==> config.mk <==
export PLATFORM = sky130hd
export DESIGN_NAME = controller_packet_to_input_events
export DESIGN_NICKNAME = d
export VERILOG_FILES = /design/src/rtl/core/cpie_pkg.sv /design/src/rtl/core/cpie_key_lane.sv /design/src/rtl/core/cpie_decode.sv /design/src/rtl/core/cpie_emit.sv /design/src/rtl/core/controller_packet_to_input_events.sv
export SDC_FILE = /design/constraint.sdc
export NUM_CORES = 1
export LEC_CHECK = 0
export ABC_AREA = 1
export BUFFER_PORTS_ARGS = -buffer_cell sky130_fd_sc_hd__buf_2
export CORE_MARGIN = 2
export CORE_UTILIZATION = 50
export DETAILED_ROUTE_END_ITERATION = 10
export HOLD_SLACK_MARGIN = 0.1
export PLACE_DENSITY = 0.81
export SLEW_MARGIN = 20
export SYNTH_ARGS = -nofsm -noshare
export SYNTH_HDL_FRONTEND = slang
export SYNTH_SLANG_ARGS = --single-unit
==> constraint.sdc <==
create_clock -name clk -period 6.65 [get_ports clk]
set_input_delay 1.33 -clock clk [delete_from_list [all_inputs] [get_ports clk]]
set_output_delay 1.33 -clock clk [all_outputs]
set_load 0.01 [all_outputs]
==> src/rtl/core/cpie_pkg.sv <==
// Shared types and constants for the controller packet to input events block.
`timescale 1ns / 1ps
package cpie_pkg;

	// Opcodes
	localparam logic [1:0] OP_DECODE  = 2'd0;
	localparam logic [1:0] OP_RELEASE = 2'd1;
	localparam logic [1:0] OP_CLEAR   = 2'd2;

	// Packet lengths
	localparam logic [1:0] PKT_5  = 2'd0;
	localparam logic [1:0] PKT_9  = 2'd1;
	localparam logic [1:0] PKT_16 = 2'd2;
	localparam logic [1:0] PKT_BAD = 2'd3;

	// Result kinds
	localparam logic [2:0] EV_REPORT = 3'd0;
	localparam logic [2:0] EV_MOVE   = 3'd1;
	localparam logic [2:0] EV_BUTTON = 3'd2;
	localparam logic [2:0] EV_KEYUP  = 3'd3;
	localparam logic [2:0] EV_KEYDN  = 3'd4;

	// Button codes
	localparam logic [7:0] BTN_NONE   = 8'd0;
	localparam logic [7:0] BTN_L_DOWN = 8'd1;
	localparam logic [7:0] BTN_L_UP   = 8'd2;
	localparam logic [7:0] BTN_R_DOWN = 8'd3;
	localparam logic [7:0] BTN_R_UP   = 8'd4;
	localparam logic [7:0] BTN_M_DOWN = 8'd5;
	localparam logic [7:0] BTN_M_UP   = 8'd6;

	// Click byte values
	localparam logic [7:0] CLICK_LEFT   = 8'd1;
	localparam logic [7:0] CLICK_RIGHT  = 8'd2;
	localparam logic [7:0] CLICK_MIDDLE = 8'd3;

	// Neutral stick / mouse byte
	localparam logic [7:0] BYTE_CENTER = 8'd128;

	// Pending-word slots, emitted lowest first
	localparam int NUM_EV = 11;
	localparam logic [3:0] BIT_LEAD   = 4'd0;  // mouse move, or leading report on release
	localparam logic [3:0] BIT_BUTTON = 4'd1;
	localparam logic [3:0] BIT_UP0    = 4'd2;
	localparam logic [3:0] BIT_UP3    = 4'd5;
	localparam logic [3:0] BIT_DN0    = 4'd6;
	localparam logic [3:0] BIT_DN3    = 4'd9;
	localparam logic [3:0] BIT_REPORT = 4'd10;

	// One decoded item waiting to be emitted
	typedef struct packed {
		logic [NUM_EV-1:0] pend;
		logic              lead_rep;
		logic signed [15:0] lx;
		logic signed [15:0] ly;
		logic signed [15:0] rx;
		logic signed [15:0] ry;
		logic [7:0]        rt;
		logic [7:0]        lt;
		logic [15:0]       btn;
		logic signed [8:0] dx;
		logic signed [8:0] dy;
		logic [7:0]        bcode;
		logic [31:0]       old_keys;
		logic [31:0]       new_keys;
	} cpie_job_t;

endpackage

==> src/rtl/core/cpie_key_lane.sv <==
// One key lane: flags a nonzero key code that is missing from a set of four.
`timescale 1ns / 1ps
module cpie_key_lane (
	input  logic [7:0]  key,
	input  logic [31:0] set,
	output logic        hit
);
	logic found;

	// compare against all four bytes of the set
	always_comb begin
		found = 1'b0;
		for (int i = 0; i < 4; i++) begin
			if (set[8*i +: 8] == key) begin
				found = 1'b1;
			end
		end
	end

	assign hit = (key != 8'd0) && !found;

endmodule

==> src/rtl/core/cpie_decode.sv <==
// Slot state and item decode: builds the pending event word for one item.
`timescale 1ns / 1ps
module cpie_decode #(
	parameter int MAX_SLOTS = 4
) (
	input  logic               clk,
	input  logic               arst_n,
	input  logic               accept,
	input  logic [1:0]         op,
	input  logic [1:0]         slot_index,
	input  logic               slot_active,
	input  logic [1:0]         pkt_kind,
	input  logic [39:0]        base_bytes,
	input  logic [31:0]        stick_bytes,
	input  logic [23:0]        mouse_bytes,
	input  logic [31:0]        key_bytes,
	input  logic [2:0]         slot_count,
	output cpie_pkg::cpie_job_t job
);
	import cpie_pkg::*;

	localparam int SW = (MAX_SLOTS > 1) ? $clog2(MAX_SLOTS) : 1;
	localparam logic [4:0] MAX_C = 5'(MAX_SLOTS);

	logic [7:0]    click_q [MAX_SLOTS];
	logic [31:0]   keys_q  [MAX_SLOTS];
	logic [SW+1:0] sidx_w;
	logic [SW-1:0] sidx;
	logic [4:0]    limit;
	logic          in_range;
	logic          do_dec;
	logic          do_rel;
	logic          do_clr;
	logic          full;
	logic [7:0]    old_click;
	logic [31:0]   old_keys;
	logic [31:0]   up_set;
	logic [3:0]    up_hit;
	logic [3:0]    dn_hit;
	logic [7:0]    b0, b1, b2, b3, b4, b5, b6, b7, b8;
	logic [7:0]    mx, my, cur;
	logic          stick_moved;
	logic          mouse_moved;
	logic          click_chg;
	logic [7:0]    code;

	// slot addressing and range check
	assign sidx_w   = {{SW{1'b0}}, slot_index};
	assign sidx     = sidx_w[SW-1:0];
	assign limit    = ({2'b00, slot_count} > MAX_C) ? MAX_C : {2'b00, slot_count};
	assign in_range = ({3'b000, slot_index} < limit);

	assign do_dec = in_range && slot_active && (op == OP_DECODE) && (pkt_kind != PKT_BAD);
	assign do_rel = in_range && slot_active && (op == OP_RELEASE);
	assign do_clr = in_range && (op == OP_CLEAR);
	assign full   = do_dec && (pkt_kind == PKT_16);

	assign old_click = click_q[sidx];
	assign old_keys  = keys_q[sidx];

	// packet bytes
	assign b0 = base_bytes[7:0];
	assign b1 = base_bytes[15:8];
	assign b2 = base_bytes[23:16];
	assign b3 = base_bytes[31:24];
	assign b4 = base_bytes[39:32];
	assign b5 = stick_bytes[7:0];
	assign b6 = stick_bytes[15:8];
	assign b7 = stick_bytes[23:16];
	assign b8 = stick_bytes[31:24];
	assign mx  = mouse_bytes[7:0];
	assign my  = mouse_bytes[15:8];
	assign cur = mouse_bytes[23:16];

	assign stick_moved = (b5 != BYTE_CENTER) || (b6 != BYTE_CENTER);
	assign mouse_moved = (mx != BYTE_CENTER) || (my != BYTE_CENTER);
	assign click_chg   = (cur != old_click);

	// key lanes: release compares against an empty set so every held key goes up
	assign up_set = do_rel ? 32'd0 : key_bytes;

	for (genvar g = 0; g < 4; g++) begin : g_lane
		cpie_key_lane u_up (
			.key (old_keys[8*g +: 8]),
			.set (up_set),
			.hit (up_hit[g])
		);
		cpie_key_lane u_dn (
			.key (key_bytes[8*g +: 8]),
			.set (old_keys),
			.hit (dn_hit[g])
		);
	end

	// button code, later steps override earlier ones
	always_comb begin
		code = BTN_NONE;
		if (cur == CLICK_LEFT) code = BTN_L_DOWN;
		else if (old_click == CLICK_LEFT) code = BTN_L_UP;
		if (cur == CLICK_RIGHT) code = BTN_R_DOWN;
		else if (old_click == CLICK_RIGHT) code = BTN_R_UP;
		if (cur == CLICK_MIDDLE) code = BTN_M_DOWN;
		else if (old_click == CLICK_MIDDLE) code = BTN_M_UP;
	end

	// job word
	always_comb begin
		job = '0;
		job.lead_rep = do_rel;
		job.old_keys = old_keys;
		job.new_keys = key_bytes;
		job.pend[BIT_LEAD]   = do_rel || (full && mouse_moved);
		job.pend[BIT_BUTTON] = full && click_chg;
		job.pend[BIT_UP3:BIT_UP0] = (do_rel || full) ? up_hit : 4'd0;
		job.pend[BIT_DN3:BIT_DN0] = full ? dn_hit : 4'd0;
		job.pend[BIT_REPORT] = do_dec;
		job.bcode = code;
		job.dx = {mx ^ BYTE_CENTER, 1'b0};
		job.dy = {my ^ BYTE_CENTER, 1'b0};
		if (do_dec) begin
			job.lx  = {b0 ^ BYTE_CENTER, 8'd0};
			job.rt  = b1;
			job.lt  = b2;
			job.btn = {b3, b4};
			if (pkt_kind != PKT_5) begin
				if (stick_moved) begin
					job.lx = {b5 ^ BYTE_CENTER, 8'd0};
					job.ly = {BYTE_CENTER - b6, 8'd0};
				end
				job.rx = {b7 ^ BYTE_CENTER, 8'd0};
				job.ry = {BYTE_CENTER - b8, 8'd0};
			end
		end
	end

	// slot state update on accept
	always_ff @(posedge clk or negedge arst_n) begin
		if (!arst_n) begin
			for (int i = 0; i < MAX_SLOTS; i++) begin
				click_q[i] <= 8'd0;
				keys_q[i]  <= 32'd0;
			end
		end else if (accept) begin
			if (do_clr || do_rel) begin
				click_q[sidx] <= 8'd0;
				keys_q[sidx]  <= 32'd0;
			end else if (full) begin
				click_q[sidx] <= cur;
				keys_q[sidx]  <= key_bytes;
			end
		end
	end

endmodule

==> src/rtl/core/cpie_emit.sv <==
// Merge stage: walks a job's pending word, one result per cycle unless stalled.
`timescale 1ns / 1ps
module cpie_emit (
	input  logic                clk,
	input  logic                arst_n,
	input  logic                load,
	input  cpie_pkg::cpie_job_t job,
	input  logic                m_tready,
	output logic                m_tvalid,
	output logic [127:0]        m_tdata,   // lx, ly, rx, ry, rt, lt, btn, dx, dy, code
	output logic [2:0]          m_tuser,   // event_kind
	output logic                m_tlast,
	output logic                idle_next
);
	import cpie_pkg::*;

	cpie_job_t          job_s1;
	logic [NUM_EV-1:0]  pend_s1;
	logic [NUM_EV-1:0]  pick;
	logic [NUM_EV-1:0]  pend_after;
	logic [3:0]         idx;
	logic [3:0]         up_off;
	logic [3:0]         dn_off;
	logic               fire;

	logic               out_valid_q;
	logic [2:0]         kind_q;
	logic signed [15:0] lx_q, ly_q, rx_q, ry_q;
	logic [7:0]         rt_q, lt_q, code_q;
	logic [15:0]        btn_q;
	logic signed [8:0]  dx_q, dy_q;
	logic               last_q;

	// lowest pending slot goes next
	assign pick = pend_s1 & (~pend_s1 + NUM_EV'(1));
	always_comb begin
		idx = '0;
		for (int i = NUM_EV - 1; i >= 0; i--) begin
			if (pend_s1[i]) begin
				idx = 4'(i);
			end
		end
	end

	assign fire       = (|pend_s1) && (!out_valid_q || m_tready);
	assign pend_after = fire ? (pend_s1 & ~pick) : pend_s1;
	assign idle_next  = (pend_after == '0);
	assign up_off     = idx - BIT_UP0;
	assign dn_off     = idx - BIT_DN0;

	// job register
	always_ff @(posedge clk or negedge arst_n) begin
		if (!arst_n) begin
			pend_s1 <= '0;
		end else if (load) begin
			pend_s1 <= job.pend;
		end else begin
			pend_s1 <= pend_after;
		end
	end

	always_ff @(posedge clk) begin
		if (load) begin
			job_s1 <= job;
		end
	end

	// output register valid
	always_ff @(posedge clk or negedge arst_n) begin
		if (!arst_n) begin
			out_valid_q <= 1'b0;
		end else if (fire) begin
			out_valid_q <= 1'b1;
		end else if (m_tready) begin
			out_valid_q <= 1'b0;
		end
	end

	// output register payload
	always_ff @(posedge clk) begin
		if (fire) begin
			kind_q <= EV_REPORT;
			lx_q   <= '0;
			ly_q   <= '0;
			rx_q   <= '0;
			ry_q   <= '0;
			rt_q   <= '0;
			lt_q   <= '0;
			btn_q  <= '0;
			dx_q   <= '0;
			dy_q   <= '0;
			code_q <= '0;
			last_q <= (pend_after == '0);
			case (idx) inside
				BIT_LEAD: begin
					if (!job_s1.lead_rep) begin
						kind_q <= EV_MOVE;
						dx_q   <= job_s1.dx;
						dy_q   <= job_s1.dy;
					end
				end
				BIT_BUTTON: begin
					kind_q <= EV_BUTTON;
					code_q <= job_s1.bcode;
				end
				[BIT_UP0:BIT_UP3]: begin
					kind_q <= EV_KEYUP;
					code_q <= job_s1.old_keys[{up_off[1:0], 3'b000} +: 8];
				end
				[BIT_DN0:BIT_DN3]: begin
					kind_q <= EV_KEYDN;
					code_q <= job_s1.new_keys[{dn_off[1:0], 3'b000} +: 8];
				end
				default: begin
					lx_q  <= job_s1.lx;
					ly_q  <= job_s1.ly;
					rx_q  <= job_s1.rx;
					ry_q  <= job_s1.ry;
					rt_q  <= job_s1.rt;
					lt_q  <= job_s1.lt;
					btn_q <= job_s1.btn;
				end
			endcase
		end
	end

	assign m_tvalid = out_valid_q;
	assign m_tuser  = kind_q;
	assign m_tlast  = last_q;
	assign m_tdata  = {6'd0, code_q, dy_q, dx_q, btn_q, lt_q, rt_q, ry_q, rx_q, ly_q, lx_q};

`ifndef NO_ASSERTIONS
	// the final pending slot of a job is flagged as last
	a_last_flag: assert property (@(posedge clk) disable iff (!arst_n)
		fire && (pend_after == '0) |=> m_tlast)
		else $error("last result of a run not flagged");

	// every job that emits anything carries a report
	a_has_report: assert property (@(posedge clk) disable iff (!arst_n)
		load && (|job.pend) |-> job.pend[BIT_LEAD] || job.pend[BIT_REPORT])
		else $error("job without a report");

	// a release job never holds a trailing report
	a_rel_order: assert property (@(posedge clk) disable iff (!arst_n)
		pend_s1[BIT_REPORT] |-> !job_s1.lead_rep)
		else $error("trailing report on a release job");
`endif

endmodule

==> src/rtl/core/controller_packet_to_input_events.sv <==
// Controller packet to input events: top level.
// Usage:
//   Slave stream (s_*) carries one controller item per word: op and packet length in
//   tuser, slot and packet bytes in tdata. Master stream (m_*) carries result words,
//   event kind in tuser, tlast set on the final result of an item.
//   cfg_valid/cfg_data write slot_count; cfg_ready is always high.
// Flow:
//   An accepted item is decoded in the cycle it is taken; its job word goes into
//   the job register, and each of its results (up to 11) passes from there through
//   the output register to the master side. Results leave one per cycle unless
//   m_tready stalls them. The next item is taken in the cycle its predecessor's last
//   result enters the output register; an item with no result leaves s_tready high.
// Reset:
//   All slot state (held click, held keys) clears, slot_count returns to 1 and the
//   output side is empty.
// Stall:
//   While m_tready is low the output word holds and the emitter waits; once its
//   pending results are stuck, s_tready drops until they drain.
`timescale 1ns / 1ps
module controller_packet_to_input_events #(
	parameter int MAX_SLOTS = 4
) (
	input  logic         clk,
	input  logic         arst_n,
	input  logic         s_tvalid,
	output logic         s_tready,
	input  logic [135:0] s_tdata,   // slot_index, slot_active, base, stick, mouse, keys
	input  logic [3:0]   s_tuser,   // op, pkt_kind
	output logic         m_tvalid,
	input  logic         m_tready,
	output logic [127:0] m_tdata,   // lx, ly, rx, ry, rt, lt, btn, dx, dy, code
	output logic [2:0]   m_tuser,   // event_kind
	output logic         m_tlast,   // last_of_run
	input  logic         cfg_valid,
	output logic         cfg_ready,
	input  logic [2:0]   cfg_data   // slot_count
);
	import cpie_pkg::*;

	logic       accept;
	logic       idle_next;
	logic [2:0] slot_count_q;
	cpie_job_t  job;

	assign s_tready  = idle_next;
	assign accept    = s_tvalid && s_tready;
	assign cfg_ready = 1'b1;

	// slot count register
	always_ff @(posedge clk or negedge arst_n) begin
		if (!arst_n) begin
			slot_count_q <= 3'd1;
		end else if (cfg_valid && cfg_ready) begin
			slot_count_q <= cfg_data;
		end
	end

	cpie_decode #(
		.MAX_SLOTS (MAX_SLOTS)
	) u_decode (
		.clk         (clk),
		.arst_n      (arst_n),
		.accept      (accept),
		.op          (s_tuser[1:0]),
		.slot_index  (s_tdata[1:0]),
		.slot_active (s_tdata[2]),
		.pkt_kind    (s_tuser[3:2]),
		.base_bytes  (s_tdata[42:3]),
		.stick_bytes (s_tdata[74:43]),
		.mouse_bytes (s_tdata[98:75]),
		.key_bytes   (s_tdata[130:99]),
		.slot_count  (slot_count_q),
		.job         (job)
	);

	cpie_emit u_emit (
		.clk       (clk),
		.arst_n    (arst_n),
		.load      (accept),
		.job       (job),
		.m_tready  (m_tready),
		.m_tvalid  (m_tvalid),
		.m_tdata   (m_tdata),
		.m_tuser   (m_tuser),
		.m_tlast   (m_tlast),
		.idle_next (idle_next)
	);

endmodule

# After elaboration in Yosys (flattened, before gate mapping)
# Cells that the tools add are included.
# W data, S select, Z words.
[word_totals] reg_bits=484 in_bits=148 out_inout_bits=135
[classes] addsub=5 order_cmp=8 n_eq_ne=48 n_shift=2 mux=82 n_bitwise=15 n_reduce_logical=58
[ops] cell="$eq A8 B8 Y1" n=32
[ops] cell="$mux W128" n=2
[ops] cell="$mux W32" n=7
[ops] cell="$and A128 B128 Y128" n=1
[ops] cell="$bwmux W128" n=1
[ops] cell="$not A128 Y128" n=1
[ops] cell="$bmux W32 S2" n=1
[ops] cell="$demux W32 S2" n=1
[ops] cell="$mux W64" n=1
[ops] cell="$reduce_bool A8 Y1" n=8
[ops] cell="$shiftx A32 B6 Y8" n=2
[ops] cell="$mux W4" n=13
[ops] cell="$mux W8" n=6
[ops] cell="$mux W1" n=35
[ops] cell="$and A32 B32 Y32" n=1
[ops] cell="$bwmux W32" n=1
[ops] cell="$eq A8 B2 Y1 const B" n=4
[ops] cell="$ne A8 B8 Y1 const B" n=4
[ops] cell="$not A32 Y32" n=1
[ops] cell="$and A11 B11 Y11" n=2
[ops] cell="$mux W11" n=2
[ops] cell="$not A11 Y11" n=2
[ops] cell="$logic_and A1 B1 Y1" n=21
[ops] cell="$mux W3" n=7
[ops] cell="34 further kinds" n=62

# Longest topological paths before layout
# Gate-level depths: netlist of run 1.
[logic_depth] depth_word=17 depth_mapped=20 ltp_nobuf=18

# Hierarchy
# Synthesis of run 1 repeated with hierarchy kept, for this count alone.
[hier_totals] cells_unflattened=3115 area_unflattened_um2=26362.8
[modules_own_cells] module="cpie_emit" n_inst=1 cells_per_inst=884 area_per_inst_um2=12086.6
[modules_own_cells] module="cpie_decode" n_inst=1 cells_per_inst=1438 area_per_inst_um2=10039.6
[modules_own_cells] module="cpie_key_lane" n_inst=8 cells_per_inst=97 area_per_inst_um2=513.0
[modules_own_cells] module="controller_packet_to_input_events" n_inst=1 cells_per_inst=17 area_per_inst_um2=132.6

# Worst setup path before layout of run 1
# Ideal clock, no wire load.
[synth_timing] kind="input to register" startpoint="input port m_tready" endpoint="register u_emit.job_s1[0] (netlist bit), enable pin" arrival_time_ns=5.151 required_time_ns=6.206 path_slack_ns=1.054 cell_stages=11 path_buffers=1 path_cell_list="nor2_1 -> inv_1 -> nand2_2 -> inv_2 -> nand2_1 -> nand2_1 -> nand2_1 -> nor2_1 -> nand3_2 -> nor2_4 -> buf_2"
[synth_via] elab_chain_len=5
[synth_rtl] item="start, declared" line="controller_packet_to_input_events.sv:30" text="input logic m_tready,"
[synth_rtl] item="$logic_or A1 B1 Y1" line="cpie_emit.sv:45" text="assign fire = (|pend_s1) && (!out_valid_q || m_tready);"
[synth_rtl] item="$logic_and A1 B1 Y1" line="cpie_emit.sv:45"
[synth_rtl] item="named net u_emit.fire" line="cpie_emit.sv:24" text="logic fire;"
[synth_rtl] item="$mux W11" line="cpie_emit.sv:46" text="assign pend_after = fire ? (pend_s1 & ~pick) : pend_s1;"
[synth_rtl] item="$logic_not A11 Y1" line="cpie_emit.sv:47" text="assign idle_next = (pend_after == '0);"
[synth_rtl] item="$logic_and A1 B1 Y1" line="controller_packet_to_input_events.sv:46" text="assign accept = s_tvalid && s_tready;"
[synth_rtl] item="named net accept" line="controller_packet_to_input_events.sv:40" text="logic accept;"
[synth_rtl] item="end signal, assigned" line="cpie_emit.sv:64" text="job_s1 <= job;"
[synth_rtl] item="end, declared" line="cpie_emit.sv:17" text="cpie_job_t job_s1;"
# The timed path passes the listed nets, and every way through them passes these cells.
# A chain may end at the register's enable or synchronous reset.

# Final worst setup path of run 1
[layout_timing] startpoint="input port s_tdata[0]" endpoint="register u_decode.keys_q[40] (netlist bit)"
[layout_via] elab_chain_len=8 elab_cells_between_ends=21 classes_between="order compare (3); mux (5); bitwise (3); reduce/logical (10)"
[layout_rtl] item="start, declared" line="controller_packet_to_input_events.sv:27" text="input logic [135:0] s_tdata,"
[layout_rtl] item="$not A2 Y3 (implied by the code)" line="cpie_decode.sv:146, cpie_decode.sv:149"
[layout_rtl] item="$ge A3 B3 Y1 (implied by the code) or $lt A3 B1 Y1 (tied branches)" line="cpie_decode.sv:146, cpie_decode.sv:149"
[layout_rtl] item="$logic_and A1 B1 Y1 (implied by the code)" line="cpie_decode.sv:146, cpie_decode.sv:149"
[layout_rtl] item="$mux W32 (implied by the code)" line="cpie_decode.sv:146, cpie_decode.sv:149"
[layout_rtl] item="$demux W32 S2" line="cpie_decode.sv:146, cpie_decode.sv:149"
[layout_rtl] item="$bwmux W128 or $not A128 Y128 (tied branches)"
[layout_rtl] item="$mux W128 or $and A128 B128 Y128 (tied branches)"
[layout_rtl] item="$mux W128" line="cpie_decode.sv:144" text="if (do_clr || do_rel) begin"
[layout_rtl] item="end signal, assigned by index" line="cpie_decode.sv:149" text="keys_q[sidx] <= key_bytes;"
[layout_rtl] item="end, declared" line="cpie_decode.sv:26" text="logic [31:0] keys_q [MAX_SLOTS];"
# Several ways; a longest one is shown, not always the timed one. The select of a mux whose other input is x is not followed.

==> results.md, run 1 <==
* CP max FO at 34
* Die Width at around 220 um
* GPL Wtd Cong at 1.02
* Synth-to-layout area growth at 11.5%
* Rel. slew slack at 0.286
* Maximum clock insertion buffer count at 3
* Max incr delay on CP at 0.50 ns
* Total wire length at 72,300 um
* Pwr per Cell Area at 533 mW/mm2
* Number of synthesized flops with an enable pin at 240
* Ys flop type: edfxtp_1
* Top cell by count, worst path: nand2_1
* Clk_lat worst skew at 0.59 ns
* Fmax at ~0.22 GHz
* Status: completed
* H-tree Lvls at 2
* Hold Path Cell Cnt at 2
* Pin count of the biggest net entering global routing at 171
* Worst R2R Start: u_emit.pend_s1[5]$_DFF_PN0_
* Fin crit share at 0.685
* # IOs at 283
* Worst Setup End Kind: register
* CTS tree: built
* Area leader, netlist: edfxtp_1
* CP arrival at 5.03 ns
* Core area at 0.0456 mm2
* Post-synthesis cell type count at 40
* Clock-pin slew on the worst setup and hold paths at 0.06 ns
* Die span in y at about 220 um
* Max IR drop VDD at approximately 0.55 mV
* DIE AREA at 0.0482 mm2
* Synth top area cells: edfxtp_1 (31%), nand2_1 (20%), dfrtp_1 (19%)
* Setup violators final at 0
* Mapped Area at between 0.02 and 0.025 mm2
* Overflow after GRT at 0
* Min-delay src: u_decode.keys_q[0]$_DFFE_PN0P_
* Crit Path Category: primary input to register
* Vias at 21,100
* Final HPWL DP at 48,800 um
* Hold_buf cts at 0
* Avg Inst Size Synth at 7.69 um2
* Initial antenna violation count at 1
* Vias in the first global route at 19,400
* Synth Warn # at 0
* Row count at about 80
* Total GRT Usage at 0.295
* Drt drc at 0
* Root Buffer: clkbuf_16
* CTS resizes at 0
* Initial Util at 0.510
* CP max-delay cell: nand3_1
* CTS buffer count at 42
* Fin nets at 3,329
* Finished Layout Cells at 3,811
* Ys async rst share at 0.422
* Pleak at 13.1 nW
* Startpoint Class: primary input
* Worst Skew at 0.0158 ns
* Max-slew violations at 0
* Slew @ Worst Pin at 1.07 ns
* Share of layout cells above drive strength 1 at 0.123
* Post-synth top cells: nand2_1 (1,209), nor2_1 (329), inv_1 (260), edfxtp_1 (240), nand4_1 (217)
* Synth top area share at 0.310
* Post-CTS Setup Bufs at 0
* Sink Count at 415
* Flop-to-flop setup slack at 2.70 ns
* Min-delay worst type: register to register
* DR iter-0 viols at 2,572
* Most numerous cell in the Yosys netlist: nand2_1
* DRT Pass-1 Iters at 7
* WHS Endpoint: u_decode.keys_q[0]$_DFFE_PN0P_
* Post-DR vias/cell at ~5.5
* Placed cells at 3,734
* Sequential share of the synthesized area at 0.499
* Reg2reg path depth at 17
* RSZ-0062 raised after global routing: false
* Total power at roughly 14 mW
* Post-synthesis register bit count at ~420
* Routed Antenna Nets at 0
* Setup tns final at 0 ns
* WP data required at 7.12 ns
* R2r endpoint: u_decode.keys_q[4]$_DFFE_PN0P_
* Mapped Cells at 3,020
* Final hold vios at 0
* Global-route wire length before repair at 109,000 um
* Avg WL per Cell at 19.0 um
* Critical path launch point: s_tdata[0]
* Clock period minus worst slack at 4.56 ns
* PortBufs at 236
* Max-Cap Viols at 0
* Critical path cell sequence: buf_2 > inv_2 > nand2_1 > nand2_1 > nand2_1 > nand2_1 > nand2_1 > nor2_1 > inv_2 > buf_4 > nor2_1 > inv_2 > nand2_4 > nand3_1 > buf_4 > nand2_1 > nand2_1
==> per-stage QoR <==
stage / cell area [um2] / hold WS [ns] / utilization / setup slack, ns
after floorplan: 23400 / 0.442 / - / 1.05
final: 25900 / 0.468 / 0.568 / 2.09
after global routing: 25900 / 0.487 / 0.568 / 1.94
after detailed placement: 24500 / 0.458 / 0.538 / 1.53
after global placement: 24500 / 0.453 / 0.538 / 1.56
after CTS: 25900 / 0.473 / 0.568 / 2.16
==> registers in the layout (all words and copies together) (netlist names) <==
| name | cells |
|---|---|
| u_emit.m_tlast | 1 |
| u_decode.click_q | 32 |
| u_emit.rt_q | 8 |
| u_emit.btn_q | 16 |
| u_emit.m_tuser | 3 |
| u_emit.pend_s1 | 11 |
| u_emit.m_tvalid | 1 |
| u_emit.dx_q | 8 |
| u_emit.ry_q | 8 |
| u_emit.job_s1 | 148 |
| u_emit.lx_q | 8 |
| u_emit.rx_q | 8 |
| u_emit.code_q | 8 |
| u_emit.ly_q | 8 |
| u_emit.lt_q | 8 |
| u_emit.dy_q | 8 |
| u_decode.keys_q | 128 |
| slot_count_q | 3 |
==> worst max-delay path by stage <==
| stage | endpoint | cells past startpoint |
|---|---|---|
| floorplan | u_emit.job_s1[0]$_DFFE_PP_ | 11 |
| global placement | u_decode.keys_q[37]$_DFFE_PN0P_ | 17 |
| detailed placement | u_decode.keys_q[40]$_DFFE_PN0P_ | 17 |
| CTS | u_decode.keys_q[40]$_DFFE_PN0P_ | 17 |
| global route | u_decode.keys_q[42]$_DFFE_PN0P_ | 17 |
| finish | u_decode.keys_q[40]$_DFFE_PN0P_ | 17 |
==> final cells by class <==
class	count	area (um2)
diodes	1	2.50
clock buffers	52	1120
clock inverters	24	244
fillers	4045	19700
inverters	283	1070
multi-input cells	2170	9690
flip-flops and latches	415	11600
well taps	600	751
repair buffers	266	1440
==> per-layer routing <==
layer / track usage / part of all wire / up-vias
met4: 0.138 / 0.045 / 0
met1: 0.384 / 0.39 / 9834
met5: 0 / 0 / -
met2: 0.485 / 0.47 / 1178
met3: 0.0443 / 0.096 / 196
li1: - / - / 9931
==> critical path, delay by kind of cell <==
| kind | cells | cell delay (ns) |
|---|---|---|
| buffers and inverters | 6 | 1.51 |
| and+or+nand+nor | 11 | 2.13 |
==> logic make-up after synthesis <==
kind of cell	after synthesis	share of synthesized area
xor+xnor	66	0.0249
other cells	2	0.000323
mux	2	0.000969
flops	415	0.499
compound gates	73	0.0166
buf+inv	474	0.0924
simple gates	1985	0.364
fa+ha+maj	3	0.00162
==> cells in the final DEF, fill, tap and decap left out, types with 7 or more instances in the layout <==
master     synthesis  layout
inv_1            260     260
edfxtp_1         240     240
nor2_1           329     328
or2_2              9       9
clkinv_1           6      13
conb_1             2      41
o21ai_1            9       7
nor2_4             6       7
nand4_1          217     217
nand4_2            7       7
nor2_2            13      13
nor4_1            16      16
inv_2             17      15
nand2_1         1209    1208
clkbuf_1          74       7
a21oi_1           25      25
o21ai_0           30      30
clkbuf_16          0      42
nor3_1            10      10
xor2_1            62      62
buf_2             45     235
buf_4             41      28
nand3_1          153     152
dfrtp_1          174     174
clkinv_2           0       8
==> power by group <==
group          internal, mW  switching, mW
Sequential             4.70          0.485
Combinational          1.59           4.69
Clock                  1.33           1.02
Total                  7.62           6.19
No activity file was read; power rests on OpenSTA's default activity.
==> run 2: changes to the inputs <==
--- a/config.mk
+++ b/config.mk
@@ -11,7 +11,7 @@
 export CORE_UTILIZATION = 50
 export DETAILED_ROUTE_END_ITERATION = 10
 export HOLD_SLACK_MARGIN = 0.1
-export PLACE_DENSITY = 0.81
+export PLACE_DENSITY = 0.84
 export SLEW_MARGIN = 20
 export SYNTH_ARGS = -nofsm -noshare
 export SYNTH_HDL_FRONTEND = slang
==> constraint.sdc (replaced) <==
create_clock -name clk -period 3.7 [get_ports clk]
set_input_delay 0.74 -clock clk [delete_from_list [all_inputs] [get_ports clk]]
set_output_delay 0.74 -clock clk [all_outputs]
set_load 0.01 [all_outputs]
==> run 2 against run 1 <==
  * Clock power up 84%
  * Sequential cell count did not move
  * Core utilization grew 2.0 points
  * Worst hold slack got worse by 0.28 ns
  * Register-to-register slack worse by 2.0 ns
  * Sequential share of layout area is 1.5 points lower
  * Sequential power is 81% higher
  * Final cell count rose by 2.9%
  * Die area stayed put
  * Non-clock buffer count is 106 higher
  * Largest power group unchanged
==> results.md, run 2 (synthesis gave the netlist of run 1 again) <==
* Placement Cell Area at 0.0254 mm2 (+3.5%)
* CTS resizes at 0 (unchanged)
* Die span in y at 220 um (unchanged)
* Synth-to-layout area growth at 15.4%
* CTS buffer count at 43 (+2.4%)
* Setup violators final at 0 (unchanged)
* Fin nets at 3,436 (+3.2%)
* Worst R2R Start: slot_count_q[2]$_DFFE_PN0P_
* Max incr delay on CP at 0.43 ns (-0.07 ns)
* Flop-to-flop setup slack at 0.74 ns (-1.96 ns)
* Final HPWL DP at 53,600 um (+10%)
* Fmax at around 0.31 GHz
* Switching Fraction at 0.446 (-0.00183)
* Share of layout cells above drive strength 1 at 0.152 (+0.0294)
* Startpoint Class: register
* Fin crit share at 0.863
* Max IR drop VDD at 1.01 mV (+82%)
* Largest register by flop count: u_emit.job_s1
* WP data required at 2.96 ns (-4.16 ns)
* Fillcell total at 3,899 (-3.6%)
* Global-route wire length before repair at 116,000 um (+6.4%)
* DR iter-0 viols at 2,700 (+5.0%)
* Slew @ Worst Pin at 1.04 ns (-0.0291 ns)
* RSZ-0062 raised after global routing: false
* DIE AREA at 0.0482 mm2 (unchanged)
* Row count at 78 (unchanged)
* Reg2reg path depth at 11 (-6)
* Post-DR vias/cell at 5.58 (+0.60%)
* Design Area, Final at 0.0268 mm2 (+3.5%)
* Critical path cell sequence: nor2_1 > nand2_1 > nor2_2 > nand2_1 > o21ai_1 > inv_2 > nor2_2 > nand3_2 > inv_1 > buf_2
* Clock share of power at 0.167 (-0.003)
* Total wire length at 76,300 um (+5.5%)
* DRT Pass-1 Iters at 8 (+1)
* Pin count of the biggest net entering global routing at 111 (-35%)
* Internal Power at 14.3 mW (+88%)
* GPL Wtd Cong at 1.04 (+2.1%)
* Hold_buf cts at 0 (unchanged)
* Vias at 21,900 (+3.5%)
* Maximum clock insertion buffer count at 3 (unchanged)
* Drt drc at 0 (unchanged)
* Avg WL per Cell at 19.5 um (+2.6%)
* Core area at 0.0456 mm2 (unchanged)
* Crit Path Category: register to output pin
* Overflow after GRT at 0 (unchanged)
* Pleak at 13.7 nW (+4.4%)
* Root Buffer: clkbuf_16
* Status: completed
* Sequential share of power at 0.362 (-0.013)
* Rel. slew slack at 0.304 (+0.0178)
* Worst Setup End Kind: output pin
* H-tree Lvls at 2 (unchanged)
* Post-CTS Setup Bufs at 0 (unchanged)
* # IOs at 283 (unchanged)
* Min-delay worst type: primary input to asynchronous set/reset pin
* PortBufs at 236 (unchanged)
* Max-Cap Viols at 0 (unchanged)
* Vias in the first global route at 20,800 (+6.9%)
* CP arrival at 2.45 ns (-2.58 ns)
* Clock-pin slew on the worst setup and hold paths at 0.06 ns (about the same)
* Clock period minus worst slack at 3.19 ns
* CTS tree: built
* Total GRT Usage at 0.313 (+0.0185)
* Regs by FF count: u_emit.job_s1 x148, u_decode.keys_q x128, u_decode.click_q x32
* Pwr per Cell Area at 967 mW/mm2 (+81%)
* CP max FO at 5 (-85%)
* CP max-delay cell: dfrtp_1
* Most frequent cells in the layout: nand2_1 (1,208), nor2_1 (328), inv_1 (259)
* Clk_lat worst skew at 0.59 ns (about the same)
* Commonest non-fill, non-tap cell in the layout: nand2_1
* Worst Skew at 0.0149 ns (-0.000927 ns)
* R2r endpoint: u_decode.keys_q[77]$_DFFE_PN0P_
* Max-slew violations at 0 (unchanged)
* Die Width at 220 um (unchanged)
* Routed Antenna Nets at 0 (unchanged)
* Final hold vios at 0 (unchanged)
* Comb power frac at 0.472 (+0.018)
* Max reg flops at 148 (unchanged)
* Initial Util at 0.510 (unchanged)
* Sink Count at 415 (unchanged)
* Total power at 25.9 mW (+88%)
* Setup tns final at 0 ns (unchanged)
* Net load switching power at 11.6 mW (+87%)
* Initial antenna violation count at 1 (unchanged)
## run 2: worst max-delay path by stage
stage                                           start                     endpoint  slack [ns]  depth (start not counted)
after floorplan                              m_tready   u_emit.job_s1[0]$_DFFE_PP_        0.18                         11
after global placement                     s_tdata[0]  u_emit.pend_s1[3]$_DFF_PN0_        0.35                         17
after detailed placement                   s_tdata[0]  u_emit.pend_s1[3]$_DFF_PN0_        0.29                         17
after CTS                 u_emit.pend_s1[1]$_DFF_PN0_                     s_tready        0.50                         10
after global routing      u_emit.pend_s1[1]$_DFF_PN0_                     s_tready        0.27                         10
final                     u_emit.pend_s1[1]$_DFF_PN0_                     s_tready        0.51                         10
## run 2: metal layers
layer  share of wire  GRT usage  vias up
met4           0.059      0.172        0
met5               0          0        -
met3           0.096     0.0548      258
met1            0.37      0.396    10200
li1                -          -    10200
met2            0.47      0.512     1248
## run 2: cell type report
class / count / area, um2 / area share
diodes: 1 / 2.50 / 0.0000933
clock buffers: 56 / 1170 / 0.0438
clock inverters: 23 / 236 / 0.00882
inverters: 283 / 1060 / 0.0397
multi-input cells: 2170 / 9690 / 0.361
flip-flops and latches: 415 / 11600 / 0.432
well taps: 600 / 751 / 0.0280
repair buffers: 372 / 2310 / 0.0861
## run 2: critical path, delay by kind of cell (launching register included)
family / cells / cell delay, ns
compound gates: 1 / 0.19
simple gates: 6 / 0.94
buf+inv: 3 / 0.32
flops: 1 / 0.43
## run 2: through the flow
step / hold WS (ns) / cells / util / setup slack [ns]
CTS: 0.211 / 3919 / 0.588 / 0.499
finish: 0.186 / 3920 / 0.588 / 0.509
global placement: 0.453 / 3840 / 0.557 / 0.350
detailed placement: 0.458 / 3840 / 0.557 / 0.289
floorplan: 0.442 / 3059 / - / 0.182
global route: 0.245 / 3920 / 0.588 / 0.271
## run 2: power groups by stage
stage	Combinational [mW]	Sequential, mW	Clock [mW]
floorplan	7.76	9.47	0
global placement	11.6	9.25	0
detailed placement	11.9	9.38	0
CTS	12.0	9.34	4.35
global route	13.3	9.58	4.54
finish	12.2	9.37	4.32
